<file path="src/sv/ssi_pkg.sv">
// Shared types and constants for the segment intersection core.
package ssi_pkg;

    localparam int THRESH_W = 30;

    // Control word that rides alongside the divider data from cell to cell.
    typedef struct packed {
        logic valid;
        logic par;      // determinant at or below threshold
        logic ovf_x;    // |Nx| >= |d| * 2^QB, quotient far out of range
        logic ovf_y;
        logic neg_x;    // quotient sign
        logic neg_y;
    } t_cell_ctl;

endpackage

</file>
<file path="src/sv/ssi_div_cell.sv">
// One divider cell: resolves one quotient bit for both the x and y lanes.
module ssi_div_cell #(
    parameter int W   = 16,
    parameter int BIT = 0
) (
    input  logic               i_clk,
    input  logic               i_rst_n,
    input  logic               i_en,
    input  ssi_pkg::t_cell_ctl i_ctl,
    input  logic [3*W+2:0]     i_rem_x,
    input  logic [3*W+2:0]     i_rem_y,
    input  logic [2*W+2:0]     i_den,
    input  logic [W:0]         i_qx,
    input  logic [W:0]         i_qy,
    input  logic [8*W-1:0]     i_pts,
    output ssi_pkg::t_cell_ctl o_ctl,
    output logic [3*W+2:0]     o_rem_x,
    output logic [3*W+2:0]     o_rem_y,
    output logic [2*W+2:0]     o_den,
    output logic [W:0]         o_qx,
    output logic [W:0]         o_qy,
    output logic [8*W-1:0]     o_pts
);
    localparam int NW = 3*W + 3;
    localparam int DW = 2*W + 3;
    localparam int QB = W + 1;
    localparam int XW = NW + QB;

    ssi_pkg::t_cell_ctl r_ctl;
    logic [NW-1:0] r_rx, r_ry;
    logic [DW-1:0] r_den;
    logic [QB-1:0] r_qx, r_qy;
    logic [8*W-1:0] r_pts;

    logic [XW-1:0] n_dsh, n_rx_ext, n_ry_ext, n_dx, n_dy;
    logic          n_gx, n_gy;

    always_comb begin
        n_dsh    = XW'(i_den) << BIT;
        n_rx_ext = XW'(i_rem_x);
        n_ry_ext = XW'(i_rem_y);
        n_dx     = n_rx_ext - n_dsh;
        n_dy     = n_ry_ext - n_dsh;
        n_gx     = (n_rx_ext >= n_dsh);
        n_gy     = (n_ry_ext >= n_dsh);
    end

    always_ff @(posedge i_clk) begin
        if (!i_rst_n) begin
            r_ctl.valid <= 1'b0;
        end else if (i_en) begin
            r_ctl.valid <= i_ctl.valid;
        end
    end

    always_ff @(posedge i_clk) begin
        if (i_en) begin
            r_ctl.par   <= i_ctl.par;
            r_ctl.ovf_x <= i_ctl.ovf_x;
            r_ctl.ovf_y <= i_ctl.ovf_y;
            r_ctl.neg_x <= i_ctl.neg_x;
            r_ctl.neg_y <= i_ctl.neg_y;
            r_rx        <= n_gx ? n_dx[NW-1:0] : i_rem_x;
            r_ry        <= n_gy ? n_dy[NW-1:0] : i_rem_y;
            r_den       <= i_den;
            r_qx        <= i_qx | (QB'(n_gx) << BIT);
            r_qy        <= i_qy | (QB'(n_gy) << BIT);
            r_pts       <= i_pts;
        end
    end

    assign o_ctl   = r_ctl;
    assign o_rem_x = r_rx;
    assign o_rem_y = r_ry;
    assign o_den   = r_den;
    assign o_qx    = r_qx;
    assign o_qy    = r_qy;
    assign o_pts   = r_pts;

endmodule
</file>
<file path="config.mk">
export PLATFORM = sky130hd
export DESIGN_NAME = ssi_div_cell
export DESIGN_NICKNAME = d
export VERILOG_FILES = /design/src/sv/ssi_pkg.sv /design/src/sv/ssi_div_cell.sv
export SDC_FILE = /design/constraint.sdc
export NUM_CORES = 1
export LEC_CHECK = 0
export ABC_AREA = 1
export BUFFER_PORTS_ARGS = -buffer_cell sky130_fd_sc_hd__buf_4
export CAP_MARGIN = 30
export CELL_PAD_IN_SITES_DETAIL_PLACEMENT = 0
export CELL_PAD_IN_SITES_GLOBAL_PLACEMENT = 1
export CORE_MARGIN = 1
export CORE_UTILIZATION = 25
export CTS_BUF_LIST = sky130_fd_sc_hd__clkbuf_2
export DETAILED_ROUTE_END_ITERATION = 16
export GPL_TIMING_DRIVEN = 0
export PLACE_DENSITY_LB_ADDON = 0.15
export SETUP_SLACK_MARGIN = 0.02
export SLEW_MARGIN = 10
export SYNTH_ARGS = -nofsm -noshare
export SYNTH_HDL_FRONTEND = slang
export SYNTH_SLANG_ARGS = --single-unit
</file>
<file path="constraint.sdc">
create_clock -name i_clk -period 2.85 [get_ports i_clk]
set_input_delay 0.855 -clock i_clk [delete_from_list [all_inputs] [get_ports i_clk]]
set_output_delay 0.855 -clock i_clk [all_outputs]
set_load 0.01 [all_outputs]
</file>
==> results.md, run 1 <==
- Hold Path Stages: 3
- Final hold violations: 0
- Layout cells sized above 1: 0.258
- # nets final: 3564
- Max IR drop VDD: 0.000276 V
- Worst Max-Slew Pin Slew: 0.628 ns
- Routed wl met2: 41.8 mm
- Synth Register Bits: 305
- DR DRC count: 0
- Tot Pwr: 12800 uW
- Met3 WL post-DR: 4.71 mm
- Max-slew violation count: 0
- Arrival @ worst endpoint: 3.68 ns
- Kind of critical path: input port to register
- Rows: 97
- Max-Cap Viols: 0
- Wirelength per Cell: 21.0 um
- CTS tree: yes
- Leak pwr: 0.0132 uW
- Total CTS buffers: 91
- Fill count: 7449
- Post-Route Utilization: 0.390
- Unrepaired setup endpoints after global routing: yes
- Max Buffers Root-to-Sink: 3
- Post-Syn Nets: 2582
- Reg2Reg Depth: 3
- Global-route wire length before repair: 127 mm
- CP max stage delay: 0.58 ns
- Initial antenna violation count: 10
- Met1 wire length: 39.0 mm
- XOR/XNOR share of the synthesized area: 0.0225
- Buf+Inv Stages, Crit Path: 6
- CP Launch Type: input port
- Kind of end point of the critical path: register
- Critical path origin: i_rem_x[19]
- # IOs: 613
- Crit. path cell count: 15
- Final Cycle Share: 0.986
- HP Class: input port to register
- Compound-Gate Fraction of Synth Area: 0.0411
- Via count: 18300
- Root buffer cell: clkbuf_2
- Total number of yosys warnings: 0
- Mux share of post-synthesis cell area: 0
- Core area: 70500 um^2
- Crit path max-delay family: buffers and inverters
- CP required: 3.72 ns
- CP max stage cell: dlygate4sd3_1
- Most common cell after layout, fill and taps aside: nand2_1
- Post-synthesis simple-gate area fraction: 0.279
- Total grt overflow: 0
- Tmin final: 2.81 ns
- Setup Viol. Count Final: 0
- DIE WIDTH: 270 um
- HP Start: i_rem_x[7]
- Register area share after synthesis: 0.511
- Post-Synthesis Cells: 2202
- R2R Setup Slk: 1.62 ns
- Final Wtd Congestion: 0.904
- Slew HR: 0.581
- Final WS setup: 0.0399 ns
- Post-DP HPWL: 73.0 mm
- GRT Overall Usage: 0.240
- Iteration-0 DRC count of the detailed router: 1029
- CP cell instances: dlygate4sd3_1 -> buf_4 -> ha_1 -> nand2_1 -> nor2_4 -> inv_2 -> nor2_4 -> nand2_1 -> nor2_1 -> nand3_1 -> nand3_2 -> inv_2 -> buf_6 -> buf_12 -> o21ai_2
- H-tree Lvls: 3
- Die area: 72700 um^2
- Distinct cells, synth: 30
- Adder-cell area share of the yosys netlist: 0.0511
- Initial Utilization: 0.254
- Post-Syn Area: 17900 um^2
- Final antenna-violating net count: 0
- Power Dens Cells: 465 nW/um^2
- Worst Clk Skew: 0 ns
- Worst-Skew Late Latency: 1.10 ns
- DRT Pass-1 Iters: 5
- Routed Wire Length: 88.5 mm
- Max Clock Freq: 0.356 GHz
- Buffers on Ports: 612
- CTS clk-pin slew, worst paths: 0.09 ns
- Via/cell ratio: 4.34
- Area Growth Syn to Fin: 53.5%
- Pre-CTS WS: -1.16 ns
- R2R Path Start: o_ctl[5]$_SDFFE_PN0P_
- Number of global-route vias before repair: 18700
- Largest net degree at the start of global routing: 116
- Status: finished clean
- Post-Syn Area per Cell: 8.14 um^2
- Commonest non-fill, non-tap cells in the layout: 820 x nand2_1, 612 x buf_4, 409 x inv_1
- Top sig layer: met5
- Largest fanout on the critical path: 10
- Sequential cell area: 9150 um^2
- # clock sinks: 305
- Largest family of logic cells by synthesized area: simple AND/OR/NAND/NOR gates
- Area of the multi-input gates: 7120 um^2
- Die height: 270 um
==> flip-flops by register name, summed over array words and instances, names as in the netlist <==
signal,count
o_pts,128
o_rem_x,51
o_rem_y,51
o_den,35
o_qx,17
o_qy,17
o_ctl,6
==> worst paths after layout <==
kind,endpoint
setup / recovery,o_rem_x[0]$_DFFE_PP_
hold / removal,o_rem_x[7]$_DFFE_PP_
setup reg to reg,o_ctl[5]$_SDFFE_PN0P_
hold reg to reg,o_ctl[5]$_SDFFE_PN0P_
==> cells by family (layout without fill, tap and decap cells) <==
logic type	Yosys count	count (layout)
buffers and inverters	432	1485
AOI/OAI and AO/OA	119	119
DFF	305	305
xor gates and xnor gates	46	46
other	0	12
and+or+nand+nor	1228	1228
adders and majority gates	72	72
==> cell type report <==
| class | count | share of cell area |
|---|---|---|
| antenna | 12 | 0.00109 |
| buffer | 18 | 0.00605 |
| clock buffer | 124 | 0.0226 |
| clock inverter | 40 | 0.00901 |
| inverter | 414 | 0.0565 |
| multi-input combinational | 1465 | 0.259 |
| sequential | 305 | 0.333 |
| tap | 940 | 0.0428 |
| timing repair buffer | 889 | 0.270 |
==> metrics by stage <==
step	TNS, ns	std cells	instance area, um^2	hold WS, ns
final	0	4207	27500	0.127
after global routing	-0.0372	4203	27500	0.0155
after CTS	-0.0684	4195	27400	0.00135
after detailed placement	-73.13	3757	23800	0.546
after global placement	-512.60	3754	23700	0.530
after floorplan	0	2202	17900	0.555
==> worst min-delay path, cell delays in order <==
cell	delay [ns]
buf_4	0.11
nand2_1	0.05
o21ai_0	0.06
==> repair_timing <==
item                                   CTS  global route
setup endpoints to repair                1            42
resized for setup                        1            27
setup buffers                            0             0
hold buffers                           274             0
endpoints found under the hold margin  295             0
==> synth_stat cells <==
cell type / instances / area share
edfxtp_1: 304 / 0.51
dfxtp_1: 1 / 0.0011
buf_2: 2 / 0.00056
nand3b_1: 11 / 0.0046
o21ai_1: 15 / 0.0042
and2_1: 6 / 0.0021
xnor2_1: 37 / 0.018
clkbuf_1: 4 / 0.00084
buf_6: 10 / 0.0063
o21ai_2: 9 / 0.0044
a21oi_2: 26 / 0.013
o21ai_0: 27 / 0.0075
inv_1: 409 / 0.086
and3_1: 4 / 0.0014
or2_2: 4 / 0.0014
ha_1: 70 / 0.049
nor2_1: 191 / 0.040
nor3_1: 17 / 0.0047
xor2_1: 9 / 0.0044
fa_1: 2 / 0.0022
inv_2: 5 / 0.0010
nand2_1: 824 / 0.17
nand3_2: 2 / 0.0011
buf_4: 2 / 0.00084
nor2_2: 10 / 0.0035
a21oi_1: 38 / 0.011
nor2_4: 1 / 0.00063
nand3_1: 115 / 0.032
o21bai_1: 4 / 0.0017
nand4_1: 43 / 0.015
==> power by group <==
part	internal, uW	switching [uW]
registers	5460	137
logic	1560	2040
clock network	1410	2180
total	8430	4360
==> metal layers <==
layer  GRT usage  up-vias
li1            -     9033
met1       0.305     8548
met2       0.404      572
met3      0.0496      113
met4      0.0827        2
met5           0        -
Power figures use the tool's default switching activity.
==> run 2, diff against run 1 <==
- CORE_AREA: default -> 2 2 241 243
- CORE_MARGIN: 1 -> default
- CORE_UTILIZATION: 25 -> default
- DIE_AREA: default -> 0 0 243 245
==> results.md, run 2 (synthesized netlist as in run 1, its figures left out) <==
- Cells after DPL: 3581
- Post-DP HPWL: 67.8 mm
- Largest net degree at the start of global routing: 112
- Total CTS buffers: 84
- CP max stage cell: dlygate4sd3_1
- Post-Route Utilization: 0.477
- # nets final: 3555
- Root buffer cell: clkbuf_2
- Worst Clk Skew: 0 ns
- Die area: 59500 um^2
- Commonest non-fill, non-tap cells in the layout: 821 x nand2_1, 605 x buf_4, 409 x inv_1
- # IOs: 613
- HP Start: i_rem_x[23]
- Largest fanout on the critical path: 10
- Unrepaired setup endpoints after global routing: yes
- Max IR drop VDD: 0.000323 V
- GRT Overall Usage: 0.273
- Area Growth Syn to Fin: 51.8%
- Max-Cap Viols: 0
- CP Launch Type: input port
- Tot Pwr: 12500 uW
- Worst Max-Slew Pin Slew: 0.844 ns
- Max reg flops: 128
- Final antenna-violating net count: 0
- R2R Setup Slk: 1.63 ns
- Kind of critical path: input port to register
- Layout cells sized above 1: 0.259
- H-tree Lvls: 3
- Crit path max-delay family: buffers and inverters
- Initial Utilization: 0.314
- Final WS setup: -0.0488 ns
- Buffers on Ports: 612
- Core area: 57000 um^2
- R2R Path Start: o_ctl[5]$_SDFFE_PN0P_
- Finished Layout Cells: 4009
- Status: finished, violations left
- Buf+Inv Stages, Crit Path: 6
- CP max stage delay: 0.54 ns
- Tmin final: 2.90 ns
- Routed Wire Length: 82.8 mm
- Final Wtd Congestion: 0.937
- Die height: 245 um
- DRT Pass-1 Iters: 5
- Reg2Reg Depth: 3
- Arrival @ worst endpoint: 3.73 ns
- Via count: 18200
- Rows: 88
- Initial antenna violation count: 8
- Max-slew violation count: 0
- CP required: 3.68 ns
- Power Dens Cells: 458 nW/um^2
- Worst-Skew Late Latency: 1.14 ns
- HP Class: input port to register
- Kind of end point of the critical path: register
- Critical path origin: i_den[28]
- Worst Hold Path EP: o_rem_x[23]$_DFFE_PP_
- Iteration-0 DRC count of the detailed router: 1135
- Leak pwr: 0.0131 uW
- Via/cell ratio: 4.55
- DR DRC count: 0
- Total grt overflow: 0
- CP cell instances: dlygate4sd3_1 -> buf_4 -> inv_1 -> ha_1 -> nand2_1 -> nand2_1 -> nand2_1 -> nand2_1 -> a21oi_1 -> nand2_1 -> nor2_1 -> nand3_2 -> inv_2 -> buf_6 -> buf_6 -> nand2_1 -> o21ai_1
- CTS tree: yes
- Wirelength per Cell: 20.7 um
- Slew HR: 0.438
- Final hold violations: 0
- R2R Path End: o_ctl[5]$_SDFFE_PN0P_
- DIE WIDTH: 243 um
- Failing checks: negative setup slack
- CTS clk-pin slew, worst paths: 0.10 ns
- Most used cell, CP: nand2_1
- Max Buffers Root-to-Sink: 3
- Number of global-route vias before repair: 18500
- Most common cell after layout, fill and taps aside: nand2_1
- Setup Viol. Count Final: 1
- Hold Path Stages: 3
- Final Cycle Share: 1.02
- Global-route wire length before repair: 118 mm
- Max Clock Freq: 0.345 GHz
- # clock sinks: 305
run 2: changes by cell type in the layout (fill, tap and decap cells not counted), sizes merged:
cell / change
clkbuf: -10
inv: +1
bufinv: -1
clkinv: -3
clkinvlp: -2
diode: -5
dlygate4sd3: -3
run 2: worst max path at each step:
stage	end	slack, ns	cells after the start
after floorplan	o_rem_x[32]$_DFFE_PP_	0.18	14
after global placement	o_ctl[5]$_SDFFE_PN0P_	-1.45	3
after detailed placement	o_rem_y[11]$_DFFE_PP_	-1.02	15
after CTS	o_pts[36]	-0.09	1
after global routing	o_pts[36]	-0.06	1
final	o_rem_x[17]$_DFFE_PP_	-0.05	17
run 2: cell type report:
cell class / count / area (um^2)
flip-flops and latches: 305 / 9150
plain buffers: 18 / 164
clock buffers: 113 / 566
inverters: 414 / 1550
clock inverters: 35 / 215
diodes: 7 / 17.5
well taps: 765 / 957
fillers: 5693 / 29800
multi-input cells: 1465 / 7160
repair buffers: 887 / 7420
run 2: what timing repair did:
item | 4_1_cts | 5_1_grt
hold buffers | 271 | 0
resized for setup | 9 | 33
pin swaps | 0 | 1
setup endpoints to repair | 9 | 72
hold endpoints to repair | 270 | 0
setup buffers | 0 | 2
run 2: worst register-to-register path, stage by stage, from the launching register on:
cell and delay, ns:
dfxtp_1 0.33, o21ai_0 0.15, a21oi_1 0.06, dlygate4sd3_1 0.58
run 2: per-stage QoR:
step	instance area, um^2	hold slack (ns)	setup TNS (ns)	setup slack, ns
floorplan	17900	0.555	0	0.183
global placement	23500	0.529	-481.13	-1.45
detailed placement	23500	0.530	-73.16	-1.02
CTS	27100	0.00213	-0.341	-0.0859
global route	27200	0.0269	-0.192	-0.0575
finish	27200	0.153	-0.0488	-0.0488
run 2: metal layers:
layer / vias up / routed length, um / track usage / part of all wire
li1: 8999 / - / - / -
met1: 8466 / 33300 / 0.324 / 0.40
met2: 642 / 42000 / 0.493 / 0.51
met3: 117 / 4770 / 0.0469 / 0.058
met4: 2 / 2760 / 0.100 / 0.033
met5: - / 8 / 0 / 0.000097
run 2: where the power goes:
| part | internal (uW) | switching, uW |
|---|---|---|
| sequential | 5460 | 180 |
| clock | 1230 | 2060 |
| combinational | 1570 | 1960 |
==> run 3, diff against run 2 <==
- CELL_PAD_IN_SITES_DETAIL_PLACEMENT: 0 -> default
- CELL_PAD_IN_SITES_GLOBAL_PLACEMENT: 1 -> default
- CORE_AREA: 2 2 241 243 -> 2 2 236 238
- DIE_AREA: 0 0 243 245 -> 0 0 238 240
==> results.md, run 3 (synthesized netlist as in run 1, its figures left out) <==
- # nets final: 3547
- Initial antenna violation count: 5
- Power Dens Cells: 448 nW/um^2
- Via count: 18200
- Max reg flops: 128
- Final hold violations: 0
- Area of the multi-input gates: 7490 um^2
- HP Class: input port to register
- H-tree Lvls: 3
- Pre-CTS WS: -0.759 ns
- Crit. path cell count: 16
- CP required: 3.61 ns
- Max-Cap Viols: 0
- CP max stage delay: 0.55 ns
- Failing checks: negative setup slack
- Global-route wire length before repair: 110 mm
- Status: finished, violations left
- Largest net degree at the start of global routing: 109
- Most used cell, CP: nand2_1
- Max-slew violation count: 0
- Max Clock Freq: 0.350 GHz
- Max Buffers Root-to-Sink: 3
- Worst Max-Slew Pin Slew: 0.884 ns
- Commonest non-fill, non-tap cells in the layout: 816 x nand2_1, 618 x buf_4, 400 x inv_1
- Root buffer cell: clkbuf_2
- Final antenna-violating net count: 0
- Final Wtd Congestion: 0.945
- Sequential cell area: 9150 um^2
- DIE WIDTH: 238 um
- Die area: 57100 um^2
- Initial Utilization: 0.328
- Core area: 54700 um^2
- Leak pwr: 0.0131 uW
- Unrepaired setup endpoints after global routing: yes
- Max IR drop VDD: 0.000226 V
- Post-Route Utilization: 0.499
- Worst Hold Path EP: o_rem_x[27]$_DFFE_PP_
- R2R Path Start: o_ctl[5]$_SDFFE_PN0P_
- Met3 WL post-DR: 4.39 mm
- CP cell instances: dlygate4sd3_1 -> buf_4 -> clkinvlp_4 -> ha_4 -> nand2_1 -> nor2_4 -> nand2_1 -> inv_1 -> nand4_1 -> nand3_2 -> nand2_1 -> nand3_2 -> inv_2 -> clkbuf_4 -> nand2_1 -> o21ai_0
- DRT Pass-1 Iters: 5
- # clock sinks: 305
- Buffers on Ports: 612
- Total CTS buffers: 82
- Slew HR: 0.411
- R2R Path End: o_ctl[5]$_SDFFE_PN0P_
- Kind of critical path: input port to register
- # IOs: 613
- Worst Clk Skew: 0 ns
- Via/cell ratio: 4.62
- Setup Viol. Count Final: 1
- GRT Overall Usage: 0.260
- R2R Setup Slk: 1.61 ns
- Hold Path Stages: 3
- Largest fanout on the critical path: 10
- HP Start: i_rem_x[27]
- CTS tree: yes
- DR DRC count: 0
- Wirelength per Cell: 19.5 um
- Worst-Skew Late Latency: 1.07 ns
- Final WS setup: -0.00536 ns
- Crit path max-delay family: buffers and inverters
- Post-DP HPWL: 61.9 mm
- Reg2Reg Depth: 3
- Buf+Inv Stages, Crit Path: 6
- Rows: 86
- CTS clk-pin slew, worst paths: 0.08 ns
- Die height: 240 um
- Routed wl met2: 37.9 mm
- Most common cell after layout, fill and taps aside: nand2_1
- Area Growth Syn to Fin: 52.4%
- CP max stage cell: dlygate4sd3_1
- Met1 wire length: 31.5 mm
- Total grt overflow: 0
- Fill count: 5309
- Number of global-route vias before repair: 18200
- Kind of end point of the critical path: register
- Arrival @ worst endpoint: 3.62 ns
- Top sig layer: met5
- Layout cells sized above 1: 0.278
- Tmin final: 2.86 ns
- CP Launch Type: input port
- Iteration-0 DRC count of the detailed router: 1023
- Final Cycle Share: 1.00
- Routed Wire Length: 76.7 mm
## run 3: cell types whose count changed in the layout (fill, tap and decap cells not counted), sizes merged
cell,delta
clkbuf,+11
dlygate4sd3,-11
inv,-9
diode,-3
bufinv,-1
clkinv,-20
clkinvlp,+10
buf,+5
## run 3: how the worst max path moves through the flow
| stage | from | end | slack [ns] |
|---|---|---|---|
| after floorplan | i_rem_x[0] | o_rem_x[32]$_DFFE_PP_ | 0.18 |
| after global placement | i_en | o_ctl[5]$_SDFFE_PN0P_ | -1.42 |
| after detailed placement | i_den[18] | o_rem_y[12]$_DFFE_PP_ | -0.76 |
| after CTS | i_den[10] | o_rem_x[19]$_DFFE_PP_ | 0.02 |
| after global routing | i_den[21] | o_rem_y[17]$_DFFE_PP_ | -0.04 |
| final | i_den[15] | o_rem_y[17]$_DFFE_PP_ | -0.005 |
## run 3: metrics by stage
stage	hold WS, ns	total power [uW]	cells	cell area [um^2]	setup TNS [ns]
3_5_place_dp	0.565	8820	3520	23500	-59.60
5_1_grt	0.0610	12900	3929	27300	-0.0373
2_1_floorplan	0.555	7080	2202	17900	0
4_1_cts	0.000407	12300	3919	26800	0
6_report	0.124	12200	3930	27300	-0.00536
3_3_place_gp	0.553	8810	3518	23400	-454.21
## run 3: cell type report
| cell class | count | share of cell area |
|---|---|---|
| Sequential cell | 305 | 0.335 |
| Multi-Input combinational cell | 1465 | 0.274 |
| Timing Repair Buffer | 881 | 0.268 |
| Inverter | 414 | 0.0579 |
| Tap cell | 704 | 0.0323 |
| Clock buffer | 124 | 0.0227 |
| Buffer | 18 | 0.00628 |
| Clock inverter | 15 | 0.00312 |
| Antenna cell | 4 | 0.000367 |
## run 3: layer usage
layer | vias up | track usage
li1 | 8970 | -
met1 | 8490 | 0.310
met2 | 568 | 0.455
met3 | 122 | 0.0509
met4 | 4 | 0.116
met5 | - | 0
## run 3: where the power goes
group          leakage [uW]  switching [uW]  internal [uW]
registers           0.00298             138           5460
clock network      0.000547            1920           1160
logic               0.00953            1950           1590
total                0.0131            4010           8210
## run 3: repair_timing
| item | in CTS | in global routing |
|---|---|---|
| setup buffers | 0 | 7 |
| setup endpoints to repair | 0 | 91 |
| hold endpoints to repair | 259 | 0 |
| resized for setup | 0 | 97 |
| hold buffers | 260 | 0 |
## run 3: worst min-delay path, delay by kind of cell
kind | cells | cell delay, ns
buffers and inverters | 1 | 0.09
and+or+nand+nor | 2 | 0.10
